[src/rtl/core/lnlm_pkg.sv]
// Shared types and constants for the linked node list manager.
// Depends on nothing; every module of the block imports it.
package lnlm_pkg;

  localparam int NODES  = 64;
  localparam int IDX_W  = $clog2(NODES);
  localparam int LINK_W = IDX_W + 1;

  typedef logic [IDX_W-1:0]  idx_t;
  typedef logic [LINK_W-1:0] link_t;

  // Link value that stands for "no node"
  localparam link_t NONE = LINK_W'(NODES);

  typedef enum logic [1:0] {
    MODE_ALLOC     = 2'd0,
    MODE_FREE      = 2'd1,
    MODE_REVERSE   = 2'd2,
    MODE_READ_NEXT = 2'd3
  } mode_t;

  typedef struct packed {
    mode_t mode;
    logic  at_front;
    idx_t  node;
  } req_t;

  typedef struct packed {
    link_t result_node;
    logic  ok;
    link_t list_head;
  } rsp_t;

  typedef enum logic [3:0] {
    ST_IDLE,
    ST_DISPATCH,
    ST_A_POP,
    ST_A_WALK,
    ST_A_FIN,
    ST_F_HEAD,
    ST_F_WALK,
    ST_F_GETX,
    ST_F_PUSH,
    ST_R_LOOP,
    ST_RN_DONE,
    ST_DONE
  } state_t;

  // Datapath micro-operations, one per cycle
  typedef enum logic [4:0] {
    OP_NONE,
    OP_ACCEPT,
    OP_ALLOC_START,
    OP_ALLOC_FRONT,
    OP_ALLOC_TAIL_START,
    OP_WALK_START,
    OP_WALK,
    OP_ALLOC_LINK,
    OP_ALLOC_END,
    OP_READ_NODE,
    OP_FREE_HEAD,
    OP_FREE_SPLICE,
    OP_FREE_PUSH,
    OP_REV_START,
    OP_REV_STEP,
    OP_READ_NEXT,
    OP_OUT
  } dp_op_t;

  typedef struct packed {
    mode_t mode;
    logic  at_front;
    logic  free_empty;
    logic  used_empty;
    logic  head_is_node;
    logic  link_valid;
    logic  link_is_node;
    logic  out_busy;
  } status_t;

endpackage

[src/rtl/core/lnlm_datapath.sv]
// Datapath: link memory with reset-valid bits, list heads, walk pointer and
// result register. Executes one micro-operation per cycle; uses lnlm_pkg.
module lnlm_datapath import lnlm_pkg::*; (
  input  logic    clk,
  input  logic    rst,
  input  dp_op_t  op,
  input  req_t    req,
  output status_t status,
  input  logic    rsp_stall,
  output logic    rsp_valid,
  output rsp_t    rsp
);

  link_t            mem [NODES];
  logic [NODES-1:0] written;
  link_t            rd_data_q;
  idx_t             rd_addr_q;
  logic             rd_written_q;
  idx_t             rd_addr;
  logic             wr_en;
  idx_t             wr_addr;
  link_t            wr_data;
  link_t            link_now;

  req_t  cur_req;
  idx_t  alloc_node;
  idx_t  walk_ptr;
  link_t used_head;
  link_t free_head;
  link_t res_node;
  logic  res_ok;

  // Link of the node read last cycle; an unwritten entry holds its reset link
  assign link_now = rd_written_q ? rd_data_q : LINK_W'(rd_addr_q) + LINK_W'(1);

  // Select read address
  always_comb begin
    case (op)
      OP_ALLOC_START:                              rd_addr = free_head[IDX_W-1:0];
      OP_ALLOC_TAIL_START, OP_WALK_START, OP_REV_START: rd_addr = used_head[IDX_W-1:0];
      OP_WALK, OP_REV_STEP:                        rd_addr = link_now[IDX_W-1:0];
      default:                                     rd_addr = cur_req.node;
    endcase
  end

  // Select write address and data
  always_comb begin
    wr_en   = 1'b1;
    wr_addr = walk_ptr;
    wr_data = used_head;
    case (op)
      OP_ALLOC_FRONT: begin
        wr_addr = alloc_node;
        wr_data = used_head;
      end
      OP_ALLOC_LINK: begin
        wr_addr = walk_ptr;
        wr_data = LINK_W'(alloc_node);
      end
      OP_ALLOC_END: begin
        wr_addr = alloc_node;
        wr_data = NONE;
      end
      OP_FREE_HEAD, OP_FREE_PUSH: begin
        wr_addr = cur_req.node;
        wr_data = free_head;
      end
      OP_FREE_SPLICE: begin
        wr_addr = walk_ptr;
        wr_data = link_now;
      end
      OP_REV_STEP: begin
        wr_addr = walk_ptr;
        wr_data = used_head;
      end
      default: wr_en = 1'b0;
    endcase
  end

  // Link memory, registered read
  always_ff @(posedge clk) begin
    if (wr_en) begin
      mem[wr_addr] <= wr_data;
    end
    rd_data_q    <= mem[rd_addr];
    rd_addr_q    <= rd_addr;
    rd_written_q <= written[rd_addr];
  end

  // Control state: heads, valid bits, output valid
  always_ff @(posedge clk) begin
    if (rst) begin
      written   <= '0;
      used_head <= NONE;
      free_head <= '0;
      rsp_valid <= 1'b0;
    end else begin
      if (wr_en) begin
        written[wr_addr] <= 1'b1;
      end
      case (op)
        OP_ALLOC_FRONT: begin
          used_head <= LINK_W'(alloc_node);
          free_head <= link_now;
        end
        OP_ALLOC_TAIL_START: free_head <= link_now;
        OP_FREE_HEAD: begin
          used_head <= link_now;
          free_head <= LINK_W'(cur_req.node);
        end
        OP_FREE_PUSH: free_head <= LINK_W'(cur_req.node);
        OP_REV_START: used_head <= NONE;
        OP_REV_STEP:  used_head <= LINK_W'(walk_ptr);
        default: ;
      endcase
      if (op == OP_OUT) begin
        rsp_valid <= 1'b1;
      end else if (!rsp_stall) begin
        rsp_valid <= 1'b0;
      end
    end
  end

  // Payload registers
  always_ff @(posedge clk) begin
    case (op)
      OP_ACCEPT: begin
        cur_req  <= req;
        res_node <= NONE;
        res_ok   <= 1'b0;
      end
      OP_ALLOC_START: alloc_node <= free_head[IDX_W-1:0];
      OP_ALLOC_FRONT, OP_ALLOC_END: begin
        res_node <= LINK_W'(alloc_node);
        res_ok   <= 1'b1;
      end
      OP_ALLOC_TAIL_START, OP_WALK_START, OP_REV_START: walk_ptr <= used_head[IDX_W-1:0];
      OP_WALK, OP_REV_STEP: walk_ptr <= link_now[IDX_W-1:0];
      OP_READ_NEXT: begin
        res_node <= link_now;
        res_ok   <= (link_now != NONE);
      end
      OP_OUT: begin
        rsp.result_node <= res_node;
        rsp.ok          <= res_ok;
        rsp.list_head   <= used_head;
      end
      default: ;
    endcase
  end

  // Status to the controller
  always_comb begin
    status.mode         = cur_req.mode;
    status.at_front     = cur_req.at_front;
    status.free_empty   = (free_head == NONE);
    status.used_empty   = (used_head == NONE);
    status.head_is_node = (used_head == LINK_W'(cur_req.node));
    status.link_valid   = (link_now != NONE);
    status.link_is_node = (link_now == LINK_W'(cur_req.node));
    status.out_busy     = rsp_valid && rsp_stall;
  end

endmodule

[src/rtl/core/lnlm_ctrl.sv]
// Controller: sequences allocate, free, reverse and read-next, walking the list where needed.
// Drives datapath micro-operations from its status; uses lnlm_pkg.
module lnlm_ctrl import lnlm_pkg::*; (
  input  logic    clk,
  input  logic    rst,
  input  logic    req_valid,
  output logic    req_stall,
  input  status_t status,
  output dp_op_t  op
);

  state_t state;
  state_t state_next;

  // State register
  always_ff @(posedge clk) begin
    if (rst) begin
      state <= ST_IDLE;
    end else begin
      state <= state_next;
    end
  end

  // Next state and micro-operation
  always_comb begin
    state_next = state;
    op         = OP_NONE;
    req_stall  = (state != ST_IDLE);
    case (state)
      ST_IDLE: begin
        if (req_valid) begin
          op         = OP_ACCEPT;
          state_next = ST_DISPATCH;
        end
      end
      ST_DISPATCH: begin
        case (status.mode)
          MODE_ALLOC: begin
            if (status.free_empty) begin
              state_next = ST_DONE;
            end else begin
              op         = OP_ALLOC_START;
              state_next = ST_A_POP;
            end
          end
          MODE_FREE: begin
            if (status.head_is_node) begin
              op         = OP_READ_NODE;
              state_next = ST_F_HEAD;
            end else if (status.used_empty) begin
              state_next = ST_DONE;
            end else begin
              op         = OP_WALK_START;
              state_next = ST_F_WALK;
            end
          end
          MODE_REVERSE: begin
            if (status.used_empty) begin
              state_next = ST_DONE;
            end else begin
              op         = OP_REV_START;
              state_next = ST_R_LOOP;
            end
          end
          default: begin
            op         = OP_READ_NODE;
            state_next = ST_RN_DONE;
          end
        endcase
      end
      ST_A_POP: begin
        if (status.at_front || status.used_empty) begin
          op         = OP_ALLOC_FRONT;
          state_next = ST_DONE;
        end else begin
          op         = OP_ALLOC_TAIL_START;
          state_next = ST_A_WALK;
        end
      end
      // Advance to the tail, then link the new node behind it
      ST_A_WALK: begin
        if (status.link_valid) begin
          op = OP_WALK;
        end else begin
          op         = OP_ALLOC_LINK;
          state_next = ST_A_FIN;
        end
      end
      ST_A_FIN: begin
        op         = OP_ALLOC_END;
        state_next = ST_DONE;
      end
      ST_F_HEAD: begin
        op         = OP_FREE_HEAD;
        state_next = ST_DONE;
      end
      // Search for the predecessor; leave the lists unchanged if the node is absent
      ST_F_WALK: begin
        if (status.link_is_node) begin
          op         = OP_READ_NODE;
          state_next = ST_F_GETX;
        end else if (status.link_valid) begin
          op = OP_WALK;
        end else begin
          state_next = ST_DONE;
        end
      end
      ST_F_GETX: begin
        op         = OP_FREE_SPLICE;
        state_next = ST_F_PUSH;
      end
      ST_F_PUSH: begin
        op         = OP_FREE_PUSH;
        state_next = ST_DONE;
      end
      ST_R_LOOP: begin
        op = OP_REV_STEP;
        if (!status.link_valid) begin
          state_next = ST_DONE;
        end
      end
      ST_RN_DONE: begin
        op         = OP_READ_NEXT;
        state_next = ST_DONE;
      end
      ST_DONE: begin
        if (!status.out_busy) begin
          op         = OP_OUT;
          state_next = ST_IDLE;
        end
      end
      default: state_next = ST_IDLE;
    endcase
  end

endmodule

[src/rtl/core/linked_node_list_manager_unit.sv]
// Top level of the linked node list manager: controller plus datapath.
// Depends on lnlm_pkg, lnlm_ctrl and lnlm_datapath.
//
// Manages a pool of NODES nodes threaded into a free list and an ordered
// in-use list in a single link memory with one read and one write port.
// One item is worked at a time; the next is accepted once the current one
// has moved to the output register, even while that result still waits.
// Read-next, front allocate and free of the head node run without a walk;
// allocate from an empty pool, and free or reverse on an empty list, go
// straight to the result. Tail allocate, free of a later node and reverse walk
// the in-use list one link per cycle through the memory read port. Entries
// never written read as their reset link through per-entry valid bits, so
// no clearing pass follows reset.
module linked_node_list_manager_unit import lnlm_pkg::*; (
  input  logic clk,
  input  logic rst,
  input  logic req_valid,
  output logic req_stall,
  input  req_t req,
  output logic rsp_valid,
  input  logic rsp_stall,
  output rsp_t rsp
);

  status_t status;
  dp_op_t  op;

  lnlm_ctrl u_ctrl (
    .clk       (clk),
    .rst       (rst),
    .req_valid (req_valid),
    .req_stall (req_stall),
    .status    (status),
    .op        (op)
  );

  lnlm_datapath u_datapath (
    .clk       (clk),
    .rst       (rst),
    .op        (op),
    .req       (req),
    .status    (status),
    .rsp_stall (rsp_stall),
    .rsp_valid (rsp_valid),
    .rsp       (rsp)
  );

`ifndef SYNTHESIS
  // ok is set exactly when a real node is reported
  a_ok_matches_node: assert property (@(posedge clk) disable iff (rst)
    rsp_valid |-> (rsp.ok == (rsp.result_node != NONE)))
    else $error("ok flag disagrees with result node");

  // Reported links never exceed the none code
  a_links_in_range: assert property (@(posedge clk) disable iff (rst)
    rsp_valid |-> (rsp.list_head <= NONE && rsp.result_node <= NONE))
    else $error("reported link out of range");

  // An accepted item holds off the next one
  a_busy_after_accept: assert property (@(posedge clk) disable iff (rst)
    (req_valid && !req_stall) |=> req_stall)
    else $error("item accepted while previous item in progress");

  // Loading a result always presents it
  a_result_presented: assert property (@(posedge clk) disable iff (rst)
    (op == OP_OUT) |=> rsp_valid)
    else $error("result loaded but not presented");
`endif

endmodule

[config.mk]
export PLATFORM = sky130hd
export DESIGN_NAME = linked_node_list_manager_unit
export DESIGN_NICKNAME = d
export VERILOG_FILES = /design/src/rtl/core/lnlm_pkg.sv /design/src/rtl/core/lnlm_datapath.sv /design/src/rtl/core/lnlm_ctrl.sv /design/src/rtl/core/linked_node_list_manager_unit.sv
export SDC_FILE = /design/constraint.sdc
export NUM_CORES = 1
export LEC_CHECK = 0
export ABC_CLOCK_PERIOD_IN_PS = 13900
export BUFFER_PORTS_ARGS = -buffer_cell sky130_fd_sc_hd__buf_2
export CAP_MARGIN = 40
export CELL_PAD_IN_SITES_DETAIL_PLACEMENT = 0
export CELL_PAD_IN_SITES_GLOBAL_PLACEMENT = 2
export CORE_MARGIN = 3
export CORE_UTILIZATION = 40
export CTS_CLUSTER_DIAMETER = 30
export DETAILED_ROUTE_END_ITERATION = 10
export PLACE_DENSITY_LB_ADDON = 0.15
export SLEW_MARGIN = 20
export SYNTH_ARGS = -nofsm -noshare
export SYNTH_HDL_FRONTEND = slang
export SYNTH_HIERARCHICAL = 1
export SYNTH_SLANG_ARGS = --single-unit
[constraint.sdc]
create_clock -name clk -period 13.9 [get_ports clk]
set_input_delay 0 -clock clk [delete_from_list [all_inputs] [get_ports clk]]
set_output_delay 0 -clock clk [all_outputs]
set_load 0.01 [all_outputs]
# Word-level counts from Yosys, hierarchy flattened
# Memories as Yosys holds them, arrays and structs flattened. A register that Yosys moved wholly into a read port is not among the register bits.
# Cells that the tools add are included.
[totals] reg_bits=134 latchBits=0 mem_bits_rw=448 romBits=0 out_inout_bits=17 elab_cells=120 mem_count=1
[op_classes] add_sub_neg=1 n_mul=0 div_mod_pow=0 magnitude_cmp=3 eq_ne=37 n_shift=0 muxes=42 n_bitwise=1 n_reduce_logical=18
[mem_list] memory="u_datapath.mem" depth=64 word_bits=7 read_ports=1 rd_clocked_by_memory_dff=1 wr=1 line_no="lnlm_datapath.sv:14" source="link_t mem [NODES];"
[ops] cell="64-bit bitwise OR" count=1
[ops] cell="5-bit one-hot mux with 12 select lines" count=1
[ops] cell="7-bit one-hot mux with 4 select lines" count=2
[ops] cell="4-bit 2-to-1 mux" count=10
[ops] cell="4-bit one-hot mux with 9 select lines" count=1
[ops] cell="5-bit by 4-bit equality test with 1-bit output, second input constant" count=7
[ops] cell="6-bit one-hot mux with 2 select lines" count=2
[ops] cell="7-bit one-hot mux with 3 select lines" count=1
[ops] cell="5-bit by 3-bit equality test with 1-bit output, second input constant" count=4
[ops] cell="6-bit one-hot mux with 3 select lines" count=1
[ops] cell="4-bit by 3-bit equality test with 1-bit output, second input constant" count=4
[ops] cell="4-bit equality test, second input constant" count=4
[ops] cell="5-bit 2-to-1 mux" count=3
[ops] cell="5-bit one-hot mux with 3 select lines" count=1
[ops] cell="7-bit by 6-bit equality test with 1-bit output" count=2
[ops] cell="7-bit equality test, second input constant" count=2
[ops] cell="6-bit by 7-bit less-than comparator with 1-bit output, second input constant" count=2
[ops] cell="7-bit one-hot mux with 2 select lines" count=1
[ops] cell="4-bit one-hot mux with 3 select lines" count=1
[ops] cell="5-bit by 2-bit equality test with 1-bit output, second input constant" count=2
[ops] cell="1-bit 2-to-1 mux" count=9
[ops] cell="3-bit 2-to-1 mux" count=3
[ops] cell="4-bit by 2-bit equality test with 1-bit output, second input constant" count=2
[ops] cell="4-bit nonzero test" count=2
[ops] cell="other kinds (26)" count=34

# Logic depth before layout (Yosys ltp)
[logic_depth] depth_word=14 mapped_depth=25

# Cells and area by module
# Netlist, hierarchy kept.
[modules_own_cells] mod="lnlm_datapath" instances=1 cells_per_inst=1988 area_each_um2=24343.3
[modules_own_cells] mod="lnlm_ctrl" instances=1 cells_per_inst=87 area_each_um2=574.3

# Worst setup path before layout
# OpenSTA, ideal clock, no wires.
[synth_path] path_kind="register to register" start="reg u_datapath.rd_addr_q[0]" end="mem u_datapath/mem[0][3] (netlist bit), data pin" setup_time_ns=0.703 arrival_time_ns=5.776 required_ns=13.197 setup_slack_ns=7.420 path_stages_with_launch=15 synth_period_minus_slack_ns=6.480 cell_sequence="dfxtp_1 > ha_1 > xor2_1 > o21ai_1 > xor2_1 > nand4_1 > nor4_1 > nor2_1 > a21o_1 > a221oi_1 > buf_2 > buf_1 > nand2b_1 > or3_1 > o21ai_0"
[synth_lines] element="start: declaration" line_no="lnlm_datapath.sv:17" source="idx_t rd_addr_q;"
[synth_lines] element="start signal: assignment" line_no="lnlm_datapath.sv:86" source="rd_addr_q <= rd_addr;"
[synth_lines] element="end: declaration" line_no="lnlm_datapath.sv:14"

==> Implementation_results.wiki <==
{| class="wikitable"
! Metric !! Value
|-
| Cell family with most CP delay || simple AND/OR/NAND/NOR gates
|-
| Antenna violations before repair || 2
|-
| Req. time, crit path || 14.47 ns
|-
| Max-cap violation count || 0
|-
| Maximum fanout count along the critical path || 113
|-
| Transition time of the tightest slew-check pin || 1.10 ns
|-
| Met1 routed wirelength after detailed routing || 35800 um
|-
| Std-Cell Core Area || 0.0610 mm^2
|-
| Number of flops mapped to enable cells by yosys || 492
|-
| Area share of the largest cell type after synthesis || 0.593
|-
| Final hold vios || 0
|-
| Biggest area consumer among synthesized cells || edfxtp_1
|-
| Xor and xnor area share after synthesis || 0.00527
|-
| Dominant combinational cell family by area after synthesis || simple AND/OR/NAND/NOR gates
|-
| Routability cong. || 0.915
|-
| Worst path buffer plus inverter count || 3
|-
| Total congestion overflow after global routing || 0
|-
| Share of synthesized area spent on multiplexers || 0.0353
|-
| Half-perimeter wire length after detailed placement || 49200 um
|-
| DRC || 0
|-
| Top area cells in the synthesized netlist || edfxtp_1 (59%), dfxtp_1 (7.8%), nand2_1 (6.4%)
|-
| Gate count of the mapped netlist || 2075
|-
| P&R area growth vs syn || 23.7%
|-
| Area share of and/or/nand/nor cells after synthesis || 0.161
|-
| Per-instance average area after synthesis || 12.0 um^2
|-
| Final Routed Wirelength || 80100 um
|-
| Worst EP arrival || 7.82 ns
|-
| Clock latency on the worst-skew pair || 0.70 ns
|-
| Cell at the slowest stage of the critical path || nor4_1
|-
| Routed via count divided by cell count || 5.72
|-
| Synthesis Warnings || 6
|-
| Clock slew at the register clock pins of the worst setup and hold paths || 0.05 ns
|-
| TritonCTS clock tree || built
|-
| Overall die width || 256 um
|-
| Critical Path End Type || register
|-
| Total number of H-tree levels || 4
|-
| Fraction of layout instances using a drive strength above 1 || 0.148
|-
| Setup TNS after final layout || 0 ns
|-
| Nets in the synthesized netlist || 2089
|-
| Chain of cells forming the critical path || nor2b_1 -> a32oi_1 -> nand4_1 -> nor4_1 -> nor2_1 -> a31o_1 -> nand3_1 -> nand2_1 -> nor2_1 -> nand3_1 -> and4_4 -> inv_8 -> buf_4 -> buf_16 -> mux2i_1 -> a32oi_1 -> o211ai_1 -> o211ai_1 -> or4_1
|-
| 1st-iter DRT viols || 1876
|-
| Filler cell count || 5421
|-
| Minimum clock period after layout || 7.25 ns
|-
| Endpoints failing setup || 0
|-
| Count of unique library cells instantiated by Yosys || 89
|-
| Total number of nets in the final design || 2203
|-
| Normalized max-slew margin || 0.263
|-
| Count of input and output buffers || 29
|-
| All-layer global routing usage || 0.243
|-
| Register area share after synthesis || 0.671
|-
| DIE AREA || 0.0653 mm^2
|-
| Initial core utilization || 0.408
|-
| Max incr delay on CP || 0.74 ns
|-
| Final Max Tran Viols || 0
|-
| Area occupied by registers || 0.0167 mm^2
|-
| WL met2 || 36200 um
|-
| Remaining antenna violation count after routing || 0
|-
| Peak clock frequency supported by timing || 0.138 GHz
|-
| Launching element type of the critical path || register
|-
| Final worst path period share || 0.521
|-
| RSZ-0062 raised after global routing || no
|-
| CTS Buffer Depth || 3
|-
| Share of flip-flops with an asynchronous set or reset after synthesis || 0
|-
| Startpoint-to-endpoint class of the critical path || register to register
|-
| Pin count of the biggest net entering global routing || 171
|-
| Number of top-level pins || 30
|-
| Flip-flop and latch count after synthesis || 589
|-
| Cell area after technology mapping || 0.0249 mm^2
|-
| Area of combinational cells with multiple inputs || 0.00759 mm^2
|-
| Highest layer used for signal routing || met4
|-
| Total vias in the final route || 17900
|-
| Number of instances resized during post-cts repair || 0
|-
| Share of the synthesized area in compound gates (AO/OA/AOI/OAI) || 0.0987
|-
| Share of synthesized cell area in full adder, half adder and majority cells || 0.000904
|-
| Outcome || finished, final reports clean
|-
| Clk root buf || clkbuf_16
|-
| Met3 WL || 5430 um
|-
| Global-route wire length before repair || 118000 um
|-
| Vias in the first global route || 17500
|-
| Pre-antenna DRT Iters || 9
|-
| Clock skew || 0.0297 ns
|-
| CTS sink count || 589
|-
| Overall die height || 256 um
|-
| Cell row count || 90
|-
| Cts bufs inserted || 133
|-
| Most common flop cell mapped by yosys || edfxtp_1
|-
| Worst hold-check path type || primary input to register
|-
| Per-cell routed wire length || 25.6 um
|}
==> routing by layer <==
metal | global-route usage | vias up
met4 | 0.0942 | 0
met1 | 0.337 | 9009
met5 | 0 | -
met2 | 0.372 | 665
met3 | 0.0565 | 162
li1 | - | 8024
==> kinds of logic (layout without fill, tap and decap cells) <==
kind of cell             count (synthesis)  in the layout
AO/OA/AOI/OAI                          341            341
other                                    0              1
XOR/XNOR                                15             15
multiplexers                            85             85
adder cells (fa/ha/maj)                  2              2
buffers and inverters                  148            367
flip-flops                             589            589
AND/OR/NAND/NOR                        895            895
==> state kept, by name, summed over array words and instances, names as in the netlist <==
register                 cells
u_datapath/status            3
u_datapath/rd_addr_q         6
u_datapath/rd_data_q         7
u_datapath/walk_ptr          6
u_datapath/alloc_node        6
u_datapath/rsp_valid         1
u_datapath/res_ok            1
u_datapath/written          64
u_datapath/free_head         7
u_datapath/rsp              15
u_datapath/rd_written_q      1
u_datapath/cur_req           6
u_datapath/used_head         7
u_ctrl/state                 4
u_datapath/mem             448
u_datapath/res_node          7
==> cells in the final DEF, fill, tap and decap left out, types with 20 or more instances in the layout <==
| master | instances |
|---|---|
| a21oi_1 | 107 |
| clkbuf_1 | 23 |
| buf_2 | 31 |
| dlygate4sd3_1 | 21 |
| nand2_1 | 423 |
| nand3_1 | 143 |
| clkbuf_16 | 138 |
| dfxtp_1 | 97 |
| edfxtp_1 | 492 |
| nor2_1 | 173 |
| nand4_1 | 25 |
| buf_4 | 47 |
| mux2i_1 | 80 |
| a32oi_1 | 57 |
| o21ai_0 | 23 |
| a22oi_1 | 20 |
==> stage by stage <==
| step | worst slack (ns) | instance area, um^2 | util | hold WS (ns) | cells |
|---|---|---|---|---|---|
| after floorplan | 7.42 | 24900 | - | 0.0691 | 2075 |
| after global placement | 6.48 | 25900 | 0.424 | 0.179 | 2845 |
| after detailed placement | 6.74 | 26000 | 0.426 | 0.179 | 2855 |
| after CTS | 6.72 | 30700 | 0.503 | 0.205 | 3116 |
| after global routing | 6.28 | 30800 | 0.505 | 0.280 | 3122 |
| final | 6.65 | 30800 | 0.505 | 0.258 | 3123 |
==> repair_timing <==
| action | CTS | global route |
|---|---|---|
| hold buffers | 21 | 0 |
| setup endpoints to repair | 0 | 0 |
| setup buffers | 0 | 0 |
| hold endpoints to repair | 76 | 0 |
==> worst min-delay path, delay by kind of cell <==
kind | cells | cell delay [ns]
buffers and inverters | 3 | 0.84
AOI/OAI and AO/OA | 1 | 0.06
==> cell type report <==
cell class | count | share of cell area
clock buffers | 171 | 0.119
well taps | 828 | 0.0336
multi-input cells | 1338 | 0.246
flip-flops and latches | 589 | 0.542
repair buffers | 108 | 0.0301
diodes | 1 | 0.0000812
inverters | 19 | 0.00256
clock inverters | 69 | 0.0257
==> cell usage after synthesis (4+ instances only) <==
library cell and n:
edfxtp_1 492, nand2_1 426, nor2_1 173, nand3_1 143, a21oi_1 107, dfxtp_1 97
mux2i_1 80, buf_2 58, a32oi_1 57, clkbuf_1 46, nand4_1 25, o21ai_0 24
a22oi_1 20, nand2b_1 19, and3_1 17, o211ai_1 16, buf_4 15, inv_1 15
a211oi_1 13, a222oi_1 13, nor3_1 13, nor2b_1 12, nor4_1 12, a31oi_1 10
or4_1 10, a221oi_1 9, o2111ai_1 8, xor2_1 8, a21o_1 7, and2_1 7
buf_1 7, xnor2_1 7, a22o_1 5, nor2_2 5, o211a_1 5, inv_2 4
o221a_2 4, o221ai_1 4
==> worst paths after layout <==
kind | start | to | cells after the start | slack (ns)
min | rst | u_ctrl/state[1] | 4 | 0.26
max | u_datapath/rd_written_q | u_datapath/rd_data_q[2] | 19 | 6.65
min reg2reg | u_datapath/res_node[2] | u_datapath/rsp[10] | 0 | 0.41
max reg2reg | u_datapath/rd_written_q | u_datapath/rd_data_q[2] | 19 | 6.65
Power is not shown: default switching activity piles up to over one toggle a cycle in this logic, so the estimate is an artifact.
